===== src/rtl/core/v3alu_fifo.sv =====
// two-entry queue between front end and execution pipeline
module v3alu_fifo #(
  parameter int WIDTH = 8
) (
  input  logic             clk,
  input  logic             rst_n,
  input  logic             wr_en,
  input  logic [WIDTH-1:0] wr_data,
  input  logic             rd_en,
  output logic [WIDTH-1:0] rd_data,
  output logic             full,
  output logic             empty
);

  logic [WIDTH-1:0] mem_r [2];
  logic             wr_ptr_r;
  logic             rd_ptr_r;
  logic [1:0]       count_r;

  assign full    = count_r[1];
  assign empty   = (count_r == 2'd0);
  assign rd_data = mem_r[rd_ptr_r];

  // pointers and fill count
  always_ff @(posedge clk) begin
    if (!rst_n) begin
      wr_ptr_r <= 1'b0;
      rd_ptr_r <= 1'b0;
      count_r  <= 2'd0;
    end else begin
      if (wr_en) wr_ptr_r <= ~wr_ptr_r;
      if (rd_en) rd_ptr_r <= ~rd_ptr_r;
      if (wr_en && !rd_en) count_r <= count_r + 2'd1;
      else if (!wr_en && rd_en) count_r <= count_r - 2'd1;
    end
  end

  // entry storage
  always_ff @(posedge clk) begin
    if (wr_en) mem_r[wr_ptr_r] <= wr_data;
  end

endmodule


===== config.mk =====
export PLATFORM = sky130hd
export DESIGN_NAME = v3alu_fifo
export DESIGN_NICKNAME = d
export VERILOG_FILES = /design/src/rtl/core/v3alu_fifo.sv
export SDC_FILE = /design/constraint.sdc
export NUM_CORES = 1
export LEC_CHECK = 0
export BUFFER_PORTS_ARGS = -buffer_cell sky130_fd_sc_hd__buf_2
export CAP_MARGIN = 0
export CORE_MARGIN = 2
export CORE_UTILIZATION = 30
export CTS_BUF_LIST = sky130_fd_sc_hd__clkbuf_2
export CTS_CLUSTER_DIAMETER = 50
export DETAILED_ROUTE_END_ITERATION = 6
export PLACE_DENSITY = 0.52
export SETUP_SLACK_MARGIN = 0.05
export SYNTH_ARGS = -nofsm -noshare
export SYNTH_HDL_FRONTEND = slang
export SYNTH_SLANG_ARGS = --single-unit
export TNS_END_PERCENT = 50

===== constraint.sdc =====
create_clock -name clk -period 1.3 [get_ports clk]
set_clock_uncertainty 0.15 [all_clocks]
set_input_delay 0.065 -clock clk [delete_from_list [all_inputs] [get_ports clk]]
set_output_delay 0.065 -clock clk [all_outputs]
set_load 0.005 [all_outputs]

======== Word level (Yosys, flattened, before mapping) ========
Memories as Yosys holds them, arrays and structs flattened. A register that Yosys moved wholly into a read port is not among the register bits.
Cells that the tools add are included.
word-level totals
  register bits ........................... 4
  memory bits (writable) .................. 16
  input bits .............................. 12
  output and inout bits ................... 10
  logic and storage cells ................. 20
  memories ................................ 1
memories
  memory  depth  width  rd ports  clocked after memory_dff  wr ports  RTL line  source
  mem_r   2      8      1         1                         1         15        logic [WIDTH-1:0] mem_r [2];
cells by class
  add/sub/neg operators ................... 2
  multiplexer cells ....................... 6
  bitwise logic cells ..................... 2
  reduce and logical (&&, ||, !) cells .... 6
operators by type and width
  cell                                                                number
  1-bit two-way mux                                                   4
  2-bit two-way mux                                                   2
  2-bit by 1-bit adder with 2-bit output, second input constant       1
  1-bit logical AND                                                   2
  1-bit logical NOT                                                   2
  2-bit logical NOT                                                   1
  1-bit inverter                                                      2
  2-bit nonzero test                                                  1
  2-bit by 1-bit subtractor with 2-bit output, second input constant  1

======== Longest topological paths before layout ========
Gate-level depths: netlist of the first run.
  word-level depth ........................ 4
  gate-level depth with buffers ........... 5
  gate-level depth less buffers ........... 5

======== Worst setup path after synthesis of the first run ========
No wires, ideal clock.
  kind .................................... register -> register
  from .................................... register wr_ptr_r
  to ...................................... memory mem_r[0][0], enable pin
  library setup time ...................... 0.375 ns
  arrival ................................. 0.730 ns
  required time ........................... 0.775 ns
  slack ................................... 0.046 ns
  cell stages (with the launch flop) ...... 2
  path buffers ............................ 0
  period minus slack after synthesis ...... 1.254 ns
  path through ............................ dfxtp_1 > nor2b_1
RTL lines
  element                 RTL line  source
  from (decl)             16        logic wr_ptr_r;
  from (signal assigned)  31        if (wr_en) wr_ptr_r <= ~wr_ptr_r;
  to (decl)               15
No word-level cell before the write port.

==> flow_metrics.py, run 1 <==
metrics = {
    "power": {
        "leakage_uw": 0.000488,
        "netSwitchingPower_uw": 285,
        "sw_frac_of_total": 0.220,
        "power.total_uw": 1290,
        "pwr_density_cell_mw_per_mm2": 1100,
        "seqPwrFrac": 0.610,
        "peakVddDrop_mv": 0.484,
        "internal-power_uw": 1010,
        "comb_power_share": 0.197,
        "p_clk_frac": 0.192,
    },
    "run": {
        "max_cap_viol_count": 0,
    },
    "cts": {
        "cts_max_path_buffers": 2,
        "cts_setup_buffers": 0,
        "cts_root_buffer": "clkbuf_2",
        "clk_pin_slew_ps": 180,
        "cts_tree": "built",
        "cts_buffers": 3,
        "h-tree-depth": 1,
        "clock_sinks": 21,
        "clk_latency_ps": 300,
    },
    "placed_design": {
        "io_buffer_count": 21,
        "dp_slack_ps": 88.2,
        "place.gp.congestion": 0.573,
        "dp_hpwl_microns": 793,
    },
    "timing": {
        "rsz0062_at_grt": "true",
        "post-route-period-util": 1.12,
        "fin_crit_ps": 1450,
        "slew_violations": 0,
        "hold_viol": 0,
        "slew_headroom": 0.878,
        "fmax_ghz": 0.689,
        "tightest_slew_ps": 184,
        "setup_viol": 8,
        "setup_ws_ps": -152,
    },
    "synthesis": {
        "ys_warn_count": 0,
        "synthCells": 46,
        "synth_top_area_share": 0.611,
        "yosysSeqAreaShare": 0.739,
        "syn_area_sq_um": 786,
        "yosys.cell_types.count": 15,
        "yosysTopAreaCell": "edfxtp_1",
        "synth_seq_cells": 21,
        "syn_avg_cell_area_sq_um": 17.1,
        "synth_area_leaders": "edfxtp_1 61%, dfxtp_1 13%, mux2_2 11%",
        "synth_nets": 59,
    },
    "global_routing": {
        "overflow": 0,
        "antenna_found_initial": 0,
        "grt_max_degree": 13,
        "grt_pass1_wl_microns": 1950,
        "grt_usage": 0.0922,
        "first_global_vias": 475,
    },
    "critical_path": {
        "r2r_cells": 3,
        "r2r_slack_ps": 140,
        "reg2reg_from": "count_r[0]",
        "startpoint_type": "flop",
        "worstSetupPathType": "flop to output port",
        "crit_path_end_kind": "output port",
        "crit_fanout": 8,
        "crit_required_ps": 1090,
        "r2r_end": "count_r[1]",
        "cp.arrival_ps": 1240,
    },
    "cells_and_area": {
        "fill_cells": 228,
        "area_growth_pct": 50.3,
        "diodes": 0,
        "drive_gt1_frac": 0.464,
        "regArea_sq_um": 583,
        "nets": 98,
        "multi_input_area_sq_um": 229,
    },
    "routing": {
        "ant_nets": 0,
        "drtPass1Iterations": 1,
        "drt_iter0_drc": 0,
        "via_per_inst": 4.27,
        "drc": 0,
        "vias": 487,
        "routed_wl_microns": 1230,
        "routedWlPerCell_microns": 10.7,
    },
    "floorplanning": {
        "dieArea_sq_mm": 0.00304,
        "start_util": 0.317,
        "rows": 18,
        "coreArea_sq_mm": 0.00248,
        "io_pins": 22,
        "die_width_microns": 55.2,
        "die_h_microns": 55.2,
    },
    "worst_hold_path": {
        "min_from": "wr_en",
        "holdPathStages": 4,
        "hp-class": "primary input to flop",
        "hold-path-endpoint": "count_r[1]",
    },
    "outcome": {
        "violations": "setup timing",
        "status": "finished, violations left",
    },
}
==> sequential cells by signal, indices dropped and copies added, names as in the netlist, named ones only <==
| name | cells |
|---|---|
| count_r | 2 |
| mem_r | 16 |
| wr_ptr_r | 1 |
| rd_ptr_r | 1 |
==> per-layer routing <==
| layer | global-route usage | wire length [microns] | up-vias |
|---|---|---|---|
| met5 | 0 | 0 | - |
| met4 | 0.0366 | 0 | 0 |
| met3 | 0.0242 | 67 | 0 |
| met2 | 0.157 | 611 | 14 |
| met1 | 0.111 | 546 | 231 |
| li1 | - | - | 242 |
==> how the worst max path moves through the flow <==
stage	from	to	slack, ps	depth (start not counted)
global placement	wr_en	count_r[1]	110	4
global route	flop	rd_data[6]	-230	3
CTS	flop	rd_data[0]	-190	3
detailed placement	wr_en	count_r[1]	90	4
floorplan	count_r[0]	count_r[1]	190	3
finish	flop	rd_data[7]	-150	3
==> power by group through the flow <==
stage               Combinational, uW  Clock, uW  Sequential (uW)
floorplan                        94.6          0              797
global placement                  175          0              799
detailed placement                175          0              801
CTS                               254        269              789
global route                      283        288              795
finish                            255        248              790
==> layout by cell type, fill, tap and decap left out, drive strengths merged <==
cell          n
buf          24
edfxtp       16
dlygate4sd3  11
mux2          8
dfxtp         5
and2          4
clkbuf        3
xor2          2
nor2b         2
inv           1
nor2          1
xnor2         1
o21a          1
o21ai         1
or3           1
a21boi        1
ha            1
clkinv        1
==> Yosys cell counts <==
cell      number
edfxtp_1      16
mux2_2         8
dfxtp_1        5
and2_1         4
nor2b_1        2
xor2_1         2
a21boi_1       1
buf_2          1
ha_1           1
inv_1          1
nor2_1         1
o21a_1         1
o21ai_0        1
or3_1          1
xnor2_1        1
==> critical path: stages, from the launching register on <==
cell and delay (ps):
dfxtp_2 370, buf_8 140, mux2_4 310, buf_6 110
==> cell type report <==
| class | count | area share |
|---|---|---|
| inverter | 1 | 0.00318 |
| sequential | 21 | 0.494 |
| clock inverter | 1 | 0.00424 |
| tap | 30 | 0.0318 |
| timing repair buffer | 35 | 0.261 |
| multi-input combinational | 23 | 0.194 |
| clock buffer | 3 | 0.0127 |
==> metrics by stage <==
step                      instance area [sq um]  instances   util  hold WS [ps]  TNS (ps)
after floorplan                             788         46      -          13.9         0
after global placement                      961         99  0.388           107         0
after detailed placement                    961         99  0.388           110         0
after CTS                                  1170        114  0.474          78.8     -1460
after global routing                       1180        114  0.477           113     -1800
final                                      1180        114  0.477          94.8     -1190
==> kinds of logic (layout without fill, tap and decap cells) <==
group                    count (synthesis)  after routing  synth area share
flip-flops                              21             21             0.739
multiplexers                             8              8             0.115
AND/OR/NAND/NOR                          8              8            0.0605
AO/OA/AOI/OAI                            3              3            0.0255
XOR/XNOR                                 3              3            0.0334
buffers and inverters                    2             40            0.0111
adder cells (fa/ha/maj)                  1              1            0.0159
==> what timing repair did <==
item | CTS | global route
hold buffers | 11 | 0
hold endpoints to repair | 21 | 0
pin swaps | 0 | 1
gates resized for setup | 18 | 2
endpoints found under the setup margin | 8 | 9
No activity file was read; power rests on OpenSTA's default activity.
==> run 2, diff against run 1 <==
--- a/config.mk
+++ b/config.mk
@@ -13,6 +13,7 @@
 export CTS_CLUSTER_DIAMETER = 50
 export DETAILED_ROUTE_END_ITERATION = 6
 export PLACE_DENSITY = 0.52
+export RECOVER_POWER = 50
 export SETUP_SLACK_MARGIN = 0.05
 export SYNTH_ARGS = -nofsm -noshare
 export SYNTH_HDL_FRONTEND = slang
==> run 2 against run 1 <==
Effect of this change:
- the flow still finishes with violations (setup timing)
- cell area down 0.63%
- non-clock buffer count unchanged
- critical path depth is the same
- sequential power barely moved
- sequential cell count stayed put
- maximum frequency hardly changed
- first-iteration DRC count unchanged
- total power fell by 0.24%
- combinational power about the same
- utilization decreased by 0.30 points
- register-to-register slack worse by 20 ps
- global-route usage is the same
==> flow_metrics.py, run 2 (synthesis gave the netlist of run 1 again) <==
metrics = {
    "floorplanning": {
        "coreArea_sq_mm": 0.00248,
        "io_pins": 22,
        "die_h_microns": 55.2,
        "dieArea_sq_mm": 0.00304,
        "start_util": 0.317,
        "rows": 18,
        "die_width_microns": 55.2,
    },
    "timing": {
        "setup_viol": 8,
        "tightest_slew_ps": 184,
        "final.setup.tns_ps": -1200,
        "slew_violations": 0,
        "slew_headroom": 0.877,
        "fin_crit_ps": 1450,
        "post-route-period-util": 1.12,
        "rsz0062_at_grt": "true",
        "hold_viol": 0,
        "setup_ws_ps": -153,
        "fmax_ghz": 0.688,
    },
    "routing": {
        "via_per_inst": 4.24,
        "drc": 0,
        "routed_wl_microns": 1220,
        "ant_nets": 0,
        "drtPass1Iterations": 1,
        "drt_iter0_drc": 0,
        "routedWlPerCell_microns": 10.7,
        "vias": 483,
    },
    "placed_design": {
        "place.gp.congestion": 0.573,
        "dp_hpwl_microns": 793,
        "placed_area_sq_um": 961,
        "io_buffer_count": 21,
        "placedCellCount": 99,
    },
    "cts": {
        "cts_buffers": 3,
        "cts_tree": "built",
        "cts_root_buffer": "clkbuf_2",
        "clock_sinks": 21,
        "cts_setup_buffers": 0,
        "clk_latency_ps": 300,
        "h-tree-depth": 1,
        "clk_pin_slew_ps": 180,
        "cts_max_path_buffers": 2,
    },
    "cells_and_area": {
        "mostFrequentLayoutCell": "edfxtp_1",
        "drive_gt1_frac": 0.393,
        "largest_reg_flops": 16,
        "design_area_sq_mm": 0.00117,
        "largestRegisters": "mem_r (16), count_r (2)",
        "layout_common_cells": "16 x edfxtp_1, 11 x dlygate4sd3_1, 8 x mux2_4, 8 x buf_2, 8 x buf_6",
        "fin_util": 0.474,
        "fill_cells": 230,
        "nets": 98,
        "diodes": 0,
        "area_growth_pct": 49.4,
        "fin_cells": 114,
        "top_register": "mem_r",
    },
    "global_routing": {
        "grt_usage": 0.0922,
        "overflow": 0,
        "antenna_found_initial": 0,
        "use_met1": 0.111,
        "busiest_layer": "met2",
        "grt_max_degree": 13,
        "first_global_vias": 475,
        "grt_pass1_wl_microns": 1950,
        "gr-usage-met2": 0.157,
        "grtUsageMet3": 0.0242,
    },
    "critical_path": {
        "crit_path_end_kind": "output port",
        "crit_required_ps": 1090,
        "cp.arrival_ps": 1240,
        "startpoint_type": "flop",
        "worstSetupPathType": "flop to output port",
        "crit_fanout": 8,
    },
    "power": {
        "peakVddDrop_mv": 0.483,
        "leakage_uw": 0.000473,
        "power.total_uw": 1290,
        "pwr_density_cell_mw_per_mm2": 1100,
    },
    "outcome": {
        "status": "finished, violations left",
        "violations": "setup timing",
    },
    "run": {
        "max_cap_viol_count": 0,
    },
    "worst_hold_path": {
        "hp-class": "primary input to flop",
    },
}
[run 2: timing repair]
action,CTS,global route
pin swaps,0,1
setup endpoints to repair,8,9
gates resized for setup,18,2
hold buffers,11,0
endpoints found under the hold margin,21,0
[run 2: power by group]
part | internal (uW) | switching, uW | total [uW]
Clock | 69.8 | 179 | 249
Sequential | 769 | 20.0 | 789
Combinational | 167 | 86.3 | 253
Total | 1010 | 285 | 1290
[run 2: final timing paths]
kind / to / slack (ps) / cells after the start / start
setup / recovery: rd_data[7] / -150 / 3 / flop
hold / removal: count_r[1] / 100 / 4 / wr_en
setup reg to reg: count_r[1] / 120 / 3 / count_r[0]
hold reg to reg: count_r[1] / 380 / 2 / count_r[1]
[run 2: per-stage QoR]
step	setup slack, ps	hold slack, ps
after detailed placement	88.2	110
after global routing	-230	113
after global placement	108	107
after CTS	-187	78.8
final	-153	96.4
after floorplan	192	13.9
[run 2: layout make-up]
cell class	count	area [sq um]	area share
Sequential cell	21	582	0.496
Timing Repair Buffer	35	302	0.257
Multi-Input combinational cell	23	229	0.195
Tap cell	30	37.5	0.0320
Clock buffer	3	15.0	0.0128
Clock inverter	1	5.00	0.00426
Inverter	1	3.75	0.00320
[run 2: metal layers]
metal	up-vias	routed length, microns
li1	242	-
met1	227	543
met2	14	609
met3	0	67
met4	0	0
met5	-	0
[run 2: worst max-delay path, stage by stage (launching register included)]
cell,delay (ps)
dfxtp_2,370
buf_8,140
mux2_4,310
buf_6,110
==> run 3, diff against run 2 <==
--- a/config.mk
+++ b/config.mk
@@ -12,8 +12,9 @@
 export CTS_BUF_LIST = sky130_fd_sc_hd__clkbuf_2
 export CTS_CLUSTER_DIAMETER = 50
 export DETAILED_ROUTE_END_ITERATION = 6
+export HOLD_SLACK_MARGIN = 0.02
 export PLACE_DENSITY = 0.52
-export RECOVER_POWER = 50
+export RECOVER_POWER = 100
 export SETUP_SLACK_MARGIN = 0.05
 export SYNTH_ARGS = -nofsm -noshare
 export SYNTH_HDL_FRONTEND = slang
==> run 3 against run 2 <==
Effect of this change:
- the flow still finishes with violations (setup timing)
- die area did not move
- clock power about the same
- first-iteration DRC count unchanged
- register-to-register slack got worse by 30 ps
- combinational power is 4% lower
- sequential share of layout area grew 0.81 points
- via count down 0.62%
- sequential power about the same
==> flow_metrics.py, run 3 (synthesis gave the netlist of run 1 again) <==
metrics = {
    "cts": {
        "cts_max_path_buffers": 2,
        "clk_latency_ps": 300,
        "cts_root_buffer": "clkbuf_2",
        "cts_setup_buffers": 0,
        "clk_pin_slew_ps": 190,
        "cts_buffers": 3,
        "cts_tree": "built",
        "h-tree-depth": 1,
        "clock_sinks": 21,
    },
    "cells_and_area": {
        "largest_reg_flops": 16,
        "layout_common_cells": "16 x edfxtp_1, 11 x dlygate4sd3_1, 8 x mux2_4, 8 x buf_6, 7 x buf_2",
        "mostFrequentLayoutCell": "edfxtp_1",
        "drive_gt1_frac": 0.381,
        "fin_util": 0.466,
        "fill_cells": 232,
        "area_growth_pct": 47.0,
        "diodes": 0,
        "top_register": "mem_r",
        "nets": 98,
        "largestRegisters": "mem_r (16), count_r (2)",
    },
    "floorplanning": {
        "rows": 18,
        "die_width_microns": 55.2,
        "start_util": 0.317,
        "die_h_microns": 55.2,
        "io_pins": 22,
        "coreArea_sq_mm": 0.00248,
        "dieArea_sq_mm": 0.00304,
    },
    "timing": {
        "slew_violations": 0,
        "final.setup.tns_ps": -1230,
        "slew_headroom": 0.844,
        "hold_viol": 0,
        "whs_ps": 105,
        "fmax_ghz": 0.687,
        "fin_crit_ps": 1460,
        "post-route-period-util": 1.12,
        "setup_ws_ps": -156,
        "setup_viol": 8,
        "rsz0062_at_grt": "true",
        "tightest_slew_ps": 233,
    },
    "global_routing": {
        "overflow": 0,
        "grt_usage": 0.0922,
        "grt_max_degree": 13,
        "antenna_found_initial": 0,
        "first_global_vias": 475,
        "grt_pass1_wl_microns": 1950,
    },
    "outcome": {
        "violations": "setup timing",
        "status": "finished, violations left",
    },
    "power": {
        "netSwitchingPower_uw": 287,
        "power.total_uw": 1280,
        "p_clk_frac": 0.196,
        "leakage_uw": 0.000464,
        "comb_power_share": 0.189,
        "pwr_density_cell_mw_per_mm2": 1110,
        "seqPwrFrac": 0.614,
        "peakVddDrop_mv": 0.481,
        "sw_frac_of_total": 0.224,
        "internal-power_uw": 997,
    },
    "critical_path": {
        "cp.arrival_ps": 1240,
        "worstSetupPathType": "flop to output port",
        "reg2reg_from": "count_r[0]",
        "r2r_slack_ps": 90,
        "r2r_end": "count_r[1]",
        "startpoint_type": "flop",
        "r2r_cells": 3,
        "crit_required_ps": 1090,
        "crit_fanout": 8,
        "crit_path_end_kind": "output port",
    },
    "placed_design": {
        "place.gp.congestion": 0.573,
        "io_buffer_count": 21,
        "dp_hpwl_microns": 793,
    },
    "routing": {
        "drc": 0,
        "drtPass1Iterations": 1,
        "drt_iter0_drc": 0,
        "routedWlPerCell_microns": 10.7,
        "ant_nets": 0,
        "routed_wl_microns": 1220,
        "via_per_inst": 4.21,
        "vias": 480,
    },
    "worst_hold_path": {
        "hp-class": "primary input to flop",
        "min_from": "wr_en",
        "hold-path-endpoint": "count_r[1]",
        "holdPathStages": 4,
    },
    "run": {
        "max_cap_viol_count": 0,
    },
}
[run 3: cell types whose count changed in the layout (fill, tap and decap cells not counted), sizes merged]
cell,before,now
buf,19,16
clkbuf,8,11
[run 3: per-layer routing]
| metal | track usage | routed length [microns] | up-vias |
|---|---|---|---|
| met5 | 0 | 0 | - |
| met4 | 0.0366 | 0 | 0 |
| met3 | 0.0242 | 64 | 0 |
| met2 | 0.157 | 606 | 14 |
| met1 | 0.111 | 551 | 224 |
| li1 | - | - | 242 |
[run 3: power groups by stage]
stage	registers (uW)	clock network (uW)	logic, uW
floorplan	797	0	94.6
global placement	799	0	175
detailed placement	801	0	175
CTS	789	269	254
global route	794	288	271
finish	789	252	243
[run 3: worst max-delay path: stages (launching register included)]
cell and delay, ps:
dfxtp_2 370, buf_8 140, mux2_4 310, buf_6 110
[run 3: cell type report]
type / count / area (sq um) / share of cell area
inverter: 1 / 3.75 / 0.00325
tap: 30 / 37.5 / 0.0325
clock buffer: 3 / 15.0 / 0.0130
multi-input combinational: 23 / 229 / 0.198
sequential: 21 / 582 / 0.504
clock inverter: 1 / 5.00 / 0.00433
timing repair buffer: 35 / 283 / 0.245
[run 3: per-stage QoR]
stage / std cells / setup WS, ps / area, sq um
floorplan: 46 / 192 / 788
global placement: 99 / 108 / 961
detailed placement: 99 / 88.2 / 961
CTS: 114 / -187 / 1170
global route: 114 / -230 / 1150
finish: 114 / -156 / 1150
[run 3: what timing repair did]
action	4_1_cts	5_1_grt
endpoints found under the hold margin	21	0
hold buffers	11	0
pin swaps	0	1
setup endpoints to repair	8	9
resized for setup	18	2
[run 3: how the worst max path moves through the flow]
stage / startpoint / endpoint / slack, ps / cells past startpoint
after floorplan: count_r[0] / count_r[1] / 190 / 3
after global placement: wr_en / count_r[1] / 110 / 4
after detailed placement: wr_en / count_r[1] / 90 / 4
after CTS: flop / rd_data[0] / -190 / 3
after global routing: flop / rd_data[6] / -230 / 3
final: flop / rd_data[7] / -160 / 3
