File: config.mk
export PLATFORM = sky130hd
export DESIGN_NAME = v3alu_front
export DESIGN_NICKNAME = d
export VERILOG_FILES = /design/src/rtl/core/v3alu_pkg.sv /design/src/rtl/core/v3alu_front.sv
export SDC_FILE = /design/constraint.sdc
export NUM_CORES = 1
export LEC_CHECK = 0
export ABC_AREA = 1
export BUFFER_PORTS_ARGS = -buffer_cell sky130_fd_sc_hd__buf_2
export CORE_ASPECT_RATIO = 1.75
export CORE_MARGIN = 1
export CORE_UTILIZATION = 45
export DETAILED_ROUTE_END_ITERATION = 10
export GPL_TIMING_DRIVEN = 0
export PLACE_DENSITY_LB_ADDON = 0.08
export SLEW_MARGIN = 20
export SYNTH_ARGS = -nofsm -noshare
export SYNTH_HDL_FRONTEND = slang
export SYNTH_SLANG_ARGS = --single-unit
export TNS_END_PERCENT = 30
File: constraint.sdc
create_clock -name vclk -period 1.8
set_input_delay 0.09 -clock vclk [all_inputs]
set_output_delay 0.09 -clock vclk [all_outputs]
set_load 0.02 [all_outputs]
File: src/rtl/core/v3alu_pkg.sv
// shared types and constants of the three-component vector unit
package v3alu_pkg;

  // mode codes as they arrive on the input
  localparam logic [3:0] MODE_ADD   = 4'd0;
  localparam logic [3:0] MODE_SUB   = 4'd1;
  localparam logic [3:0] MODE_DOT   = 4'd2;
  localparam logic [3:0] MODE_CROSS = 4'd3;
  localparam logic [3:0] MODE_SCALE = 4'd4;
  localparam logic [3:0] MODE_NEG   = 4'd5;
  localparam logic [3:0] MODE_LEN   = 4'd6;
  localparam logic [3:0] MODE_NORM  = 4'd7;
  localparam logic [3:0] MODE_REFL  = 4'd8;
  localparam logic [3:0] MODE_LERP  = 4'd9;

  // decoded operation class
  typedef enum logic [3:0] {
    OP_ADD, OP_SUB, OP_DOT, OP_CROSS, OP_SCALE, OP_NEG,
    OP_LEN, OP_NORM, OP_REFL, OP_LERP, OP_NONE
  } op_t;

  // zero-length test: length * 1e6 below one
  localparam int unsigned ZL_RECIP   = 1000000;
  localparam int          ZL_RECIP_W = 20;

  // root / divide sequencer states
  typedef enum logic [1:0] {IT_IDLE, IT_ROOT, IT_DIV, IT_DONE} it_state_t;

  // control from the pipeline to the root / divide unit
  typedef struct packed {
    logic start;
    logic do_div;
    logic ack;
  } it_ctrl_t;

endpackage

File: src/rtl/core/v3alu_front.sv
// front end: decodes the mode and prepares the interpolation differences
module v3alu_front #(
  parameter int COMP_WIDTH = 32
) (
  input  logic [3:0]                   mode,
  input  logic signed [COMP_WIDTH-1:0] a_x,
  input  logic signed [COMP_WIDTH-1:0] a_y,
  input  logic signed [COMP_WIDTH-1:0] a_z,
  input  logic signed [COMP_WIDTH-1:0] b_x,
  input  logic signed [COMP_WIDTH-1:0] b_y,
  input  logic signed [COMP_WIDTH-1:0] b_z,
  input  logic                         push,
  input  logic                         full,
  output v3alu_pkg::op_t               op,
  output logic signed [COMP_WIDTH:0]   d_x,
  output logic signed [COMP_WIDTH:0]   d_y,
  output logic signed [COMP_WIDTH:0]   d_z,
  output logic                         wr_en
);

  // item taken when the queue has room
  assign wr_en = push & ~full;

  // mode decode
  always_comb begin
    case (mode)
      v3alu_pkg::MODE_ADD:   op = v3alu_pkg::OP_ADD;
      v3alu_pkg::MODE_SUB:   op = v3alu_pkg::OP_SUB;
      v3alu_pkg::MODE_DOT:   op = v3alu_pkg::OP_DOT;
      v3alu_pkg::MODE_CROSS: op = v3alu_pkg::OP_CROSS;
      v3alu_pkg::MODE_SCALE: op = v3alu_pkg::OP_SCALE;
      v3alu_pkg::MODE_NEG:   op = v3alu_pkg::OP_NEG;
      v3alu_pkg::MODE_LEN:   op = v3alu_pkg::OP_LEN;
      v3alu_pkg::MODE_NORM:  op = v3alu_pkg::OP_NORM;
      v3alu_pkg::MODE_REFL:  op = v3alu_pkg::OP_REFL;
      v3alu_pkg::MODE_LERP:  op = v3alu_pkg::OP_LERP;
      default:               op = v3alu_pkg::OP_NONE;
    endcase
  end

  // b - a, one bit wider, for interpolation
  assign d_x = (COMP_WIDTH+1)'(b_x) - (COMP_WIDTH+1)'(a_x);
  assign d_y = (COMP_WIDTH+1)'(b_y) - (COMP_WIDTH+1)'(a_y);
  assign d_z = (COMP_WIDTH+1)'(b_z) - (COMP_WIDTH+1)'(a_z);

endmodule

# After elaboration in Yosys (flattened, before gate mapping)
# Memory sizes are Yosys's and may differ from the RTL's.
# Cells that the tools add are included.
# W data, S select, Z words.
[word_totals]
regBits = 0
mem_bits_ro = 64
memories = 1
output_inout_bits = 104
in_bits = 198
wordCells = 6
[classes]
n_addsub = 3
bitwise_logic = 2
[memory_table]
columns = ["name", "depth", "word_bits", "read_ports", "rd_ports_with_merged_regs", "wr", "line_no", "text"]
rows = [
  ["(no name shown)", 16, 4, 1, 0, 0, "v3alu_front.sv:26", "case (mode)"],
]
[op_table]
columns = ["op", "count"]
rows = [
  ["$sub A32 B32 Y33", 3],
  ["$and A1 B1 Y1", 1],
  ["$not A1 Y1", 1],
]

# Longest topological paths before layout
# Gate-level depths: netlist (run 1).
[logic_depth]
depth_word = 2
mapped_depth = 14
ltp_nobuf = 14

# Least setup slack after synthesis (run 1)
# No wires, ideal clock.
[synth_path]
kind = "in2out"
startpoint = "input port b_z[0]"
endpoint = "output port d_z[16]"
required_time_ns = 1.710
path_slack_ns = 0.146
path_stages = 11
t_arrival_ns = 1.564
n_path_buf = 0
path_cell_list = "inv_1 -> ha_1 -> fa_1 -> inv_1 -> nand2_1 -> nand2_1 -> nand3_1 -> nand2_1 -> nand2_1 -> nand2_2 -> xor2_1"
[synth_via]
elab_chain_len = 1
[synth_lines]
columns = ["element", "line_no", "text"]
rows = [
  ["from (decl)", "v3alu_front.sv:11", "input logic signed [COMP_WIDTH-1:0] b_z,"],
  ["$sub A32 B32 Y33", "v3alu_front.sv:44", "assign d_z = (COMP_WIDTH+1)'(b_z) - (COMP_WIDTH+1)'(a_z);"],
  ["to (decl)", "v3alu_front.sv:17", "output logic signed [COMP_WIDTH:0] d_z,"],
]
# Every way passes these cells.

# Worst setup path after layout (run 1)
[layout_path]
startpoint = "input port a_x[14]"
endpoint = "output port d_x[32]"
[layout_via]
elab_chain_len = 1
[layout_lines]
columns = ["element", "line_no", "text"]
rows = [
  ["from (decl)", "v3alu_front.sv:6", "input logic signed [COMP_WIDTH-1:0] a_x,"],
  ["$sub A32 B32 Y33", "v3alu_front.sv:42", "assign d_x = (COMP_WIDTH+1)'(b_x) - (COMP_WIDTH+1)'(a_x);"],
  ["to (decl)", "v3alu_front.sv:15", "output logic signed [COMP_WIDTH:0] d_x,"],
]
# Every way passes these cells.

==> out/qor.yml, run 1 <==
hpwl_um: 22800
drtPass1Iterations: 5
synthMuxAreaShare_pct: 0
die_h_um: 176
core.rowCount: 63
synth-xor-area-share_pct: 5.08
n_antenna_cell: 0
ant_nets: 0
timing.hold.ws_ns: 0.437
synth.distinct_cells: 21
cp.arrival_ns: 1.68
synth_top_area_share_pct: 36.2
slew_headroom_pct: 82.8
power_density_nw_per_um2: 395
routed_wl_um: 25800
seq_area_um2: 0
status: "complete, no violations"
startpoint_type: "primary input"
cap_violations: 0
antenna_found_initial: 0
worstPathRequired_ns: 1.71
drive_above_1_share_pct: 23.6
drtIter0Drc: 300
gp_congestion: 0.920
crit_path_end_kind: "primary output"
fmax_mhz: 563
cp-endpoint: "d_x[32]"
postCtsHoldBufs: 0
yosys-top-cells-area: "nand2_1, inv_1, ha_1"
post_layout_nonfiller_instances: 2222
grt_pass1_wl_um: 40100
worst_slew_pin_slew_ns: 0.256
finalCritPeriodShare_pct: 98.6
synth_top_family_by_area: "simple AND/OR/NAND/NOR gates"
syn_to_final_growth_pct: 34.2
synth_fa_ha_area_share_pct: 16.3
worstSetupPathType: "primary input to primary output"
synth_compound_area_share_pct: 4.79
finalHoldViolCount: 0
crit_path_start: "a_x[14]"
grt_max_degree: 8
fillers: 1901
numPortBuffers: 302
final_cell_mix: "nand2_1, inv_1, buf_2"
design.seq.count: 0
fp.coreArea_um2: 16900
final_common_cell: "nand2_1"
fin_crit_ns: 1.77
die_w_um: 101
crit_fanout: 4
synth.avg_cell_area_um2: 4.61
yosysWarnings: 0
hp-class: "primary input to primary output"
initial_core_util_pct: 46.0
num_vias: 10243
vdd_drop_max_v: 0.000257
grt_overflow: 0
syn_nets: 1980
seq_area_frac_synth_pct: 0
ios: 302
fin_setup_tns_ns: 0
leakagePower_uw: 0.00745
drv_slew: 0
grt_usage_pct: 27.6
dieArea_um2: 17800
setup_violations: 0
final.clkbuf_count: 0
synth_area_um2: 7760
wl_per_cell_um: 11.6
dp_cells: 2212
rsz0062_at_grt: "yes"
synthCells: 1683
viasPerCell: 4.61
power_uw: 4110
synth_top_area_cell: "nand2_1"
grt_pass1_vias: 9658
drc: 0
synth_simple_gate_area_share_pct: 50.6
layout.nets: 2294
## final cells by class
type | instances | area [um^2] | share of cell area [%]
Timing Repair Buffer | 312 | 1710 | 16.5
Inverter | 478 | 1800 | 17.3
Tap cell | 227 | 284 | 2.73
Multi-Input combinational cell | 1203 | 6600 | 63.4
Buffer | 2 | 18.8 | 0.180
## critical path: stages
cell and delay [ns]:
buf_2 0.09, inv_1 0.04, ha_1 0.38, nand2_2 0.13, nor2_4 0.21, and2_1 0.21
nand2_4 0.08, nand2_8 0.09, nand2_4 0.05, nand2_2 0.05, nand2_1 0.05, nand2_1 0.08
buf_6 0.12
## what timing repair did
item                       CTS  global route
setup buffers                4             6
gates resized for setup     39           162
pin swaps                    4            25
setup endpoints to repair   25            61
## cells by family after synthesis
kind of cell,after synthesis
simple gates,989
buf+inv,480
fa+ha+maj,99
compound gates,70
xor+xnor,45
## metrics by stage
| stage | area, um^2 | worst slack (ns) | util (%) |
|---|---|---|---|
| after floorplan | 7760 | 0.146 | - |
| after global placement | 9560 | -0.249 | 56.6 |
| after detailed placement | 9560 | -0.245 | 56.6 |
| after CTS | 9700 | 0.00462 | 57.5 |
| after global routing | 10400 | -0.0509 | 61.7 |
| final | 10400 | 0.0252 | 61.7 |
## synthesized netlist by cell type (6+ instances only)
master	n
nand2_1	748
nor3_1	6
nand3_1	67
inv_1	478
and2_1	6
a21oi_1	61
ha_1	96
xnor2_1	7
nor2_1	126
nand4_1	12
nand2_2	15
xor2_1	38
## layer usage
metal / up-vias / part of all wire [%] / GRT usage [%]
li1: 5485 / - / -
met1: 4409 / 34 / 24.0
met2: 273 / 56 / 59.0
met3: 76 / 4.6 / 3.06
met4: 0 / 4.5 / 12.4
met5: - / 0 / 0
## worst min path at each step
stage	start	end	slack, ns	cells after the start
6_report	full	wr_en	0.44	3
2_1_floorplan	mode[3]	op[2]	0.26	1
3_5_place_dp	full	wr_en	0.43	3
4_1_cts	full	wr_en	0.44	3
5_1_grt	full	wr_en	0.46	3
3_3_place_gp	full	wr_en	0.43	3
## power breakdown
group	switching (uW)	total (uW)	internal, uW
Combinational	2590	4110	1520
Sequential	0	0	0
Clock	0	0	0
Note: power is estimated with default switching activity, not from simulation.
==> run 2: changes to the inputs <==
==> constraint.sdc (replaced) <==
create_clock -name vclk -period 2.2
set_input_delay 0.11 -clock vclk [all_inputs]
set_output_delay 0.11 -clock vclk [all_outputs]
set_load 0.01 [all_outputs]
==> run 2 against run 1 <==
Compared with the run above: clock-buffer cell count stayed put; global-route usage fell by 0.19 points; sequential share of layout area unchanged; setup slack gained 0.14 ns; highest routed layer unchanged; largest power group unchanged; worst hold slack better by 0.020 ns.
==> out/qor.yml, run 2 (synthesized netlist as in run 1, its figures left out) <==
setup_violations: 0  # unchanged
cpMostUsedCell: "nand2_1"
ios: 302  # unchanged
gp_congestion: 0.920  # unchanged
grt_pass1_vias: 9552  # was 9658
critical_path_buf_inv_count: 3  # unchanged
drtPass1Iterations: 5  # unchanged
timing.hold.ws_ns: 0.457  # was 0.437 ns
vdd_drop_max_v: 0.000146  # was 0.000257 V
post_layout_nonfiller_instances: 2212  # was 2222
routed_wl_um: 24800  # was 25800 um
numPortBuffers: 302  # unchanged
initial_core_util_pct: 46.0  # unchanged
grt_overflow: 0  # unchanged
postCtsHoldBufs: 0  # unchanged
leakagePower_uw: 0.00728  # was 0.00745 uW
final_common_cell: "nand2_1"  # unchanged
final.clkbuf_count: 0  # unchanged
worstPathCellList: "buf_2 > ha_1 > fa_1 > inv_1 > nand2_1 > nand2_1 > nand3_1 > nand2_1 > nand2_1 > nand2_2 > xor2_1 > buf_2"  # was buf_2 > inv_1 > ha_1 > nand2_2 > nor2_4 > and2_1 > nand2_4 > nand2_8 > nand2_4 > nand2_2 > nand2_1 > nand2_1 > buf_6
crit_path_end_kind: "primary output"  # unchanged
crit_fanout: 3  # was 4
crit_family: "adder cells"  # was simple AND/OR/NAND/NOR gates
power_uw: 2760  # was 4110 uW
startpoint_type: "primary input"  # unchanged
final_cell_mix: "nand2_1, inv_1, buf_2"  # unchanged
rsz0062_at_grt: "no"  # was yes
core.rowCount: 63  # unchanged
grt_pass1_wl_um: 39800  # was 40100 um
fin_setup_tns_ns: 0  # unchanged
seq_area_um2: 0  # unchanged
worst_slew_pin_slew_ns: 0.413  # was 0.256 ns
drive_above_1_share_pct: 16.5  # was 23.6%
finalCritPeriodShare_pct: 92.5
wl_per_cell_um: 11.2  # was 11.6 um
drc: 0  # unchanged
power_density_nw_per_um2: 289  # was 395 nW/um^2
fp.coreArea_um2: 16900  # unchanged
worstSetupPathType: "primary input to primary output"  # unchanged
grt_usage_pct: 27.4  # was 27.6%
finalHoldViolCount: 0  # unchanged
dieArea_um2: 17800  # unchanged
dp_cells: 2212  # unchanged
drv_slew: 0  # unchanged
design.seq.count: 0  # unchanged
ant_nets: 0  # unchanged
slew_headroom_pct: 72.4  # was 82.8%
cp_slowest_cell: "fa_1"  # was ha_1
fmax_mhz: 492
viasPerCell: 4.56  # was 4.61
num_vias: 10088  # was 10243
cpPeakStageDelay_ns: 0.41  # was 0.38 ns
fillers: 2008  # was 1901
fin_crit_ns: 2.03
die_w_um: 101  # unchanged
cp.arrival_ns: 1.92  # was 1.68 ns
cts_setup_buffers: 0  # was 4
n_antenna_cell: 0  # unchanged
antenna_found_initial: 0  # unchanged
status: "complete, no violations"  # unchanged
hpwl_um: 22800  # unchanged
worstPathRequired_ns: 2.09  # was 1.71 ns
cts.repair.resized: 0  # was 39
drtIter0Drc: 241  # was 300
cap_violations: 0  # unchanged
layout.nets: 2284  # was 2294
hp-class: "primary input to primary output"  # unchanged
die_h_um: 176  # unchanged
grt_max_degree: 8  # unchanged
syn_to_final_growth_pct: 23.2  # was 34.2%
==> run 2: power by group <==
group | internal, uW | switching [uW]
clock | 0 | 0
sequential | 0 | 0
combinational | 1060 | 1710
total | 1060 | 1710
==> run 2: final timing paths <==
| path | from | endpoint | slack [ns] | cells after the start |
|---|---|---|---|---|
| setup / recovery | a_z[0] | d_z[16] | 0.17 | 12 |
| hold / removal | full | wr_en | 0.46 | 3 |
==> run 2: routing by layer <==
layer	up-vias	share of wire [%]	GRT usage (%)
met5	-	0	0
li1	5469	-	-
met3	71	4.5	2.90
met1	4288	35	23.9
met2	260	55	58.8
met4	0	4.7	11.7
==> run 2: area by class of cell <==
cell class	instances	area, um^2	share of cell area, %
buffer	2	15.0	0.157
inverter	478	1790	18.8
tap	227	284	2.97
timing repair buffer	302	1510	15.8
multi-input combinational	1203	5960	62.3
==> run 2: per-stage QoR <==
step / setup slack, ns / area (um^2) / utilization [%]
after floorplan: 0.634 / 7760 / -
after global placement: 0.145 / 9560 / 56.6
after detailed placement: 0.148 / 9560 / 56.6
after CTS: 0.137 / 9560 / 56.6
after global routing: 0.0406 / 9560 / 56.7
final: 0.166 / 9560 / 56.7
==> run 2: worst min-delay path: cells and delay by family <==
kind	cells	cell delay, ns
buffers and inverters	2	0.21
and+or+nand+nor	1	0.03
==> run 3: changes to the inputs <==
--- a/config.mk
+++ b/config.mk
@@ -13,6 +13,7 @@
 export DETAILED_ROUTE_END_ITERATION = 10
 export GPL_TIMING_DRIVEN = 0
 export PLACE_DENSITY_LB_ADDON = 0.08
+export RECOVER_POWER = 50
 export SLEW_MARGIN = 20
 export SYNTH_ARGS = -nofsm -noshare
 export SYNTH_HDL_FRONTEND = slang
==> constraint.sdc (replaced) <==
create_clock -name vclk -period 1.94
set_input_delay 0.097 -clock vclk [all_inputs]
set_output_delay 0.097 -clock vclk [all_outputs]
set_load 0.01 [all_outputs]
==> run 3 against run 2 <==
Compared with the run above: global-route usage about the same; first-iteration DRC count is 22% higher; critical path depth up 3; clock-buffer cell count did not move; worst hold slack got worse by 0.034 ns; total power is 13% higher; via count up 0.25%; setup slack got worse by 0.073 ns; combinational power up 13%; flip-flop and latch count did not move; die area stayed put; highest routed layer unchanged; final area increased by 0.58%.
==> out/qor.yml, run 3 (synthesized netlist as in run 1, its figures left out) <==
grt_max_degree: 8  # unchanged
vdd_drop_max_v: 0.000164  # was 0.000146 V
num_vias: 10113  # was 10088
cp-endpoint: "d_x[30]"  # was d_z[16]
routed_wl_um: 24900  # was 24800 um
drv_slew: 0  # unchanged
drive_above_1_share_pct: 15.4  # was 16.5%
layout.nets: 2289  # was 2284
wl_per_cell_um: 11.2  # about the same
grt_pass1_vias: 9558  # was 9552
seq_area_um2: 0  # unchanged
grt_pass1_wl_um: 39800  # about the same
fin_setup_tns_ns: 0  # unchanged
dieArea_um2: 17800  # unchanged
final_cell_mix: "nand2_1, inv_1, buf_2"  # unchanged
cap_violations: 0  # unchanged
worstPathCellList: "buf_2 > inv_1 > ha_4 > fa_2 > inv_2 > buf_4 > nand2_1 > nand3_2 > nand2_1 > nand2_2 > nand2_1 > nand2_1 > nand2_1 > nand2_1 > buf_2"  # was buf_2 > ha_1 > fa_1 > inv_1 > nand2_1 > nand2_1 > nand3_1 > nand2_1 > nand2_1 > nand2_2 > xor2_1 > buf_2
gp_congestion: 0.920  # unchanged
cp.arrival_ns: 1.75  # was 1.92 ns
power_density_nw_per_um2: 326  # was 289 nW/um^2
initial_core_util_pct: 46.0  # unchanged
cpPeakStageDelay_ns: 0.41  # about the same
crit_path_end_kind: "primary output"  # unchanged
grt_overflow: 0  # unchanged
fmax_mhz: 541
finalHoldViolCount: 0  # unchanged
hpwl_um: 22800  # unchanged
ant_nets: 0  # unchanged
finalCritPeriodShare_pct: 95.2
fin_crit_ns: 1.85
die_w_um: 101  # unchanged
setup_violations: 0  # unchanged
cpMostUsedCell: "nand2_1"  # unchanged
core.rowCount: 63  # unchanged
rsz0062_at_grt: "yes"  # was no
design.seq.count: 0  # unchanged
ios: 302  # unchanged
slew_headroom_pct: 81.8  # was 72.4%
worstPathRequired_ns: 1.84  # was 2.09 ns
drc: 0  # unchanged
crit_path_start: "b_x[0]"  # was a_z[0]
crit_fanout: 3  # unchanged
n_antenna_cell: 0  # unchanged
final_common_cell: "nand2_1"  # unchanged
drtPass1Iterations: 5  # unchanged
fp.coreArea_um2: 16900  # unchanged
cp.depth: 15  # was 12
die_h_um: 176  # unchanged
grt_usage_pct: 27.4  # about the same
startpoint_type: "primary input"  # unchanged
syn_to_final_growth_pct: 23.9  # was 23.2%
hp-class: "primary input to primary output"  # unchanged
leakagePower_uw: 0.00719  # was 0.00728 uW
status: "complete, no violations"  # unchanged
crit_family: "simple AND/OR/NAND/NOR gates"  # was adder cells
numPortBuffers: 302  # unchanged
viasPerCell: 4.56  # about the same
postCtsHoldBufs: 0  # unchanged
worstSetupPathType: "primary input to primary output"  # unchanged
cp_slowest_cell: "fa_2"  # was fa_1
critical_path_buf_inv_count: 5  # was 3
worst_slew_pin_slew_ns: 0.272  # was 0.413 ns
final.clkbuf_count: 0  # unchanged
timing.hold.ws_ns: 0.423  # was 0.457 ns
drtIter0Drc: 294  # was 241
antenna_found_initial: 0  # unchanged
fillers: 2021  # was 2008
-- run 3: layer usage --
layer  GRT usage (%)  part of all wire [%]
met1            23.7                    35
met4            11.8                   4.1
met5               0                     0
met2            58.8                    56
met3            3.14                   4.5
-- run 3: worst min path at each step --
stage          startpoint     to  cells after the start
2_1_floorplan     mode[3]  op[2]                      1
3_3_place_gp         full  wr_en                      3
3_5_place_dp         full  wr_en                      3
4_1_cts              full  wr_en                      3
5_1_grt              full  wr_en                      3
6_report             full  wr_en                      3
-- run 3: cell type report --
| class | instances | area [um^2] | area share (%) |
|---|---|---|---|
| Buffer | 2 | 15.0 | 0.156 |
| Timing Repair Buffer | 307 | 1500 | 15.6 |
| Multi-Input combinational cell | 1203 | 6020 | 62.6 |
| Tap cell | 227 | 284 | 2.95 |
| Inverter | 478 | 1790 | 18.7 |
-- run 3: what timing repair did --
| action | in CTS | in global routing |
|---|---|---|
| endpoints found under the setup margin | 10 | 19 |
| pin swaps | 0 | 6 |
| buffers inserted | 0 | 5 |
| gates resized for setup | 5 | 20 |
-- run 3: where the power goes --
group | switching [uW] | total (uW) | internal, uW
clock network | 0 | 0 | 0
logic | 1960 | 3130 | 1180
registers | 0 | 0 | 0
-- run 3: stage by stage --
stage / setup WS [ns] / instances / cell area, um^2 / power, uW / utilization (%)
2_1_floorplan: 0.400 / 1683 / 7760 / 2010 / -
5_1_grt: -0.0283 / 2217 / 9620 / 3530 / 57.0
3_3_place_gp: -0.0894 / 2212 / 9560 / 3100 / 56.6
3_5_place_dp: -0.0858 / 2212 / 9560 / 3130 / 56.6
4_1_cts: 0.00309 / 2212 / 9580 / 3150 / 56.8
6_report: 0.0931 / 2217 / 9620 / 3130 / 57.0
